==> config.mk <==
export PLATFORM = sky130hd
export DESIGN_NAME = tsi_ram
export DESIGN_NICKNAME = d
export VERILOG_FILES = /design/src/rtl/tsi_ram.sv
export SDC_FILE = /design/constraint.sdc
export NUM_CORES = 1
export LEC_CHECK = 0
export ABC_AREA = 1
export CORE_AREA = 2 2 146 184
export CTS_BUF_LIST = sky130_fd_sc_hd__clkbuf_4 sky130_fd_sc_hd__clkbuf_8
export DETAILED_ROUTE_END_ITERATION = 12
export DIE_AREA = 0 0 148 186
export DONT_BUFFER_PORTS = 1
export RECOVER_POWER = 25
export SYNTH_ARGS = -nofsm -noshare
export SYNTH_HDL_FRONTEND = slang
export SYNTH_SLANG_ARGS = --single-unit
==> constraint.sdc <==
create_clock -name clk -period 1.85 [get_ports clk]
set_input_delay 0.2775 -clock clk [delete_from_list [all_inputs] [get_ports clk]]
set_output_delay 0.2775 -clock clk [all_outputs]
set_load 0.05 [all_outputs]
==> src/rtl/tsi_ram.sv <==
// Generic single-port-write, single-port-read RAM with registered read data.
// No dependencies.
module tsi_ram #(
  parameter int WIDTH = 8,
  parameter int DEPTH = 16
) (
  input  logic                     clk,
  input  logic                     wr_en,
  input  logic [$clog2(DEPTH)-1:0] wr_addr,
  input  logic [WIDTH-1:0]         wr_data,
  input  logic                     rd_en,
  input  logic [$clog2(DEPTH)-1:0] rd_addr,
  output logic [WIDTH-1:0]         rd_data
);

  logic [WIDTH-1:0] mem [DEPTH];

  // write port
  always_ff @(posedge clk) begin
    if (wr_en) begin
      mem[wr_addr] <= wr_data;
    end
  end

  // registered read port, holds when not enabled
  always_ff @(posedge clk) begin
    if (rd_en) begin
      rd_data <= mem[rd_addr];
    end
  end

endmodule
==> flow_summary.json <==
{
  "cts_setup_buffers": 0,
  "instances_no_fill": 929,
  "route.vias.total": 3634,
  "cts_root_buf": "clkbuf_8",
  "synthCells": 551,
  "worstHoldStart": "rd_addr[3]",
  "place_inst": 890,
  "synthDominantAreaCellType": "edfxtp_1",
  "final.min_clock_period_ps": 1437,
  "finalHoldViolations": 0,
  "area_share_of_and_or_nand_nor_cells_after_synthesis": 0.2076,
  "synth_top_family_by_area": "simple AND/OR/NAND/NOR gates",
  "worst_setup_path_end_kind": "primary output",
  "synth_area_um2": 5847,
  "gp_congestion": 0.7842,
  "ys_seq_elements": 136,
  "postPlaceCellArea_um2": 6291,
  "power.sequential.fraction": 0.571,
  "rr_startpoint": "mem[1][2]",
  "tritoncts": "done",
  "pre_antenna_drt_iters": 5,
  "path_class": "flip-flop to primary output",
  "syn-mean-instance-area_um2": 10.61,
  "synth-xor-area-share": 0,
  "seq_area_frac_synth": 0.6985,
  "crit_arrival_ps": 1160,
  "timing.setup.tns_ps": 0,
  "floorplan.die.height_um": 186,
  "final-setup-viol-count": 0,
  "drive_above_1_share": 0.06791,
  "cts_buffers": 17,
  "max-slew-margin-rel": 0.5434,
  "cts_hold_buffers": 9,
  "ys_warn_count": 0,
  "final_net_count": 597,
  "highest_clock_rate_mhz": 695.9,
  "switching_power_w": 0.001332,
  "tritoncts_num_sinks": 136,
  "cts.clk_slew.worst_paths_ps": 70,
  "min_delay_worst_type": "input port to flip-flop",
  "synthDominantCellAreaShare": 0.6985,
  "number_of_port_buffers": 0,
  "vias_per_cell": 3.912,
  "initial_utilization": 0.2269,
  "insertedDiodeCount": 0,
  "synth_compound_area_frac": 0,
  "die_x_um": 148,
  "maximum_number_of_pins_on_one_net_before_global_route_repair": 66,
  "ioPinCount": 27,
  "grt_overflow_total": 0,
  "crit_required_ps": 1570,
  "grt_antenna_before_repair": 0,
  "switching_power_share_of_the_total": 0.2142,
  "grt.total_usage": 0.09698,
  "tightest_slew_ps": 682.7,
  "reg2reg_depth": 6,
  "final_design_area_no_fill_um2": 6720,
  "r2r_setup_slack_ps": 710,
  "muxShareOfSynthArea": 0,
  "p_leak_nw": 2.736,
  "ratio_of_final_minimum_period_to_clock_period": 0.7768,
  "htreeDepth": 4,
  "p_comb_frac": 0.053,
  "postLayoutSetupSlackWorst_ps": 413.0,
  "area_growth_pct": 14.94,
  "regToRegEndpoint": "rd_data[2]",
  "setup_repair_after_global_routing_missed_its_margin": "no",
  "synth.net_count": 570,
  "ys_types": 11,
  "depth_of_the_worst_hold_timing_path": 2,
  "pwr_density_cell_nw_per_um2": 925.5,
  "crit_path_max_fanout": 1,
  "placement.setup.worst_slack_ps": 316.2,
  "final_core_util": 0.2608,
  "antenna_violating_nets_post_route": 0,
  "maxCapViolations": 0,
  "internal-power_w": 0.004887,
  "drt_wl_cell_um": 13.89,
  "floorplan.rows": 66,
  "timing.critical_path.from_type": "flip-flop",
  "drt_wl_total_mm": 12.90,
  "core_um2": 25760,
  "via_count_of_the_first_global_routing_pass": 3693,
  "initialDrtViolationCount": 339,
  "synth.area.top_cells": "edfxtp_1 70%, nand2_1 11%, nand3_1 8.3%",
  "timing.clock.skew_ps": 8.335,
  "dp_hpwl_mm": 8.360,
  "cts_max_path_buffers": 2,
  "post_cts_resized": 0,
  "dieArea_um2": 27530,
  "synth_adder_area_share": 0,
  "run_status": "finished clean",
  "vdd_ir_drop_max_uv": 406.6,
  "hold_end": "rd_data[6]",
  "drc": 0,
  "grt_pass1_wl_mm": 20.06,
  "final-max-slew-violation-count": 0,
  "power.share.clock": 0.376,
  "worst_skew_pair.late_latency_ps": 420
}
==> cell type report <==
cell class / instances / area, um^2
clock buffer: 18 / 241.5
clock inverter: 12 / 135.1
fill: 2702 / 19040
inverter: 102 / 382.9
multi-input combinational: 289 / 1214
sequential: 136 / 4084
tap: 340 / 425.4
timing repair buffer: 32 / 237.7
==> per-layer routing <==
metal  track usage  up-vias  part of all wire
met5             0        -                 0
met2        0.1681       96              0.52
met4       0.03276        0             0.010
met3       0.02279        9             0.052
li1              -     1831                 -
met1        0.1185     1698              0.42
==> synthesized netlist by cell type <==
cell type and n:
nand3b_1 2, buf_2 13, nor2_1 17, inv_2 2, inv_1 100, edfxtp_1 136, buf_1 1, nand2_1 173
nand3_1 97, buf_6 6, buf_4 4
==> logic make-up after synthesis <==
kind of cell  Yosys count
buf+inv               126
flops                 136
simple gates          289
==> layout by cell type, fill, tap and decap left out <==
cell type      count
inv_2              2
clkinv_2           2
inv_1            100
nand2_1          173
edfxtp_1         136
buf_12             1
nand3_1           97
buf_4             12
nand3b_1           2
clkbuf_8          17
clkinv_4           1
clkinv_1           5
dlygate4sd3_1      9
clkbuf_4           1
clkinvlp_4         1
clkbuf_1          10
nor2_1            17
bufinv_16          3
==> power by group through the flow <==
stage | logic [W] | clock network [W] | registers, W
4_1_cts | 0.000339 | 0.00238 | 0.00355
6_report | 0.000330 | 0.00234 | 0.00355
3_5_place_dp | 0.000274 | 0 | 0.00362
3_3_place_gp | 0.000270 | 0 | 0.00362
2_1_floorplan | 0.000243 | 0 | 0.00360
5_1_grt | 0.000380 | 0.00253 | 0.00355
==> metrics by stage <==
step	total power [W]	hold WS, ps
2_1_floorplan	0.003847	376.4
3_3_place_gp	0.003888	377.2
6_report	0.006219	70.51
3_5_place_dp	0.003893	377.3
5_1_grt	0.006468	56.19
4_1_cts	0.006266	48.66
==> state kept, by name, summed over array words and instances (netlist names) <==
signal and count:
mem 128, rd_data 8
==> how the worst max path moves through the flow <==
stage / startpoint / to / slack (ps) / cells after the start
global placement: rd_addr[0] / rd_data[2] / 320 / 7
detailed placement: rd_addr[0] / rd_data[2] / 320 / 7
CTS: rd_data[0] / rd_data[0] / 390 / 0
floorplan: wr_addr[2] / mem[10][0] / 620 / 2
finish: rd_data[0] / rd_data[0] / 410 / 0
global route: rd_data[0] / rd_data[0] / 360 / 0
Power figures use the tool's default switching activity.
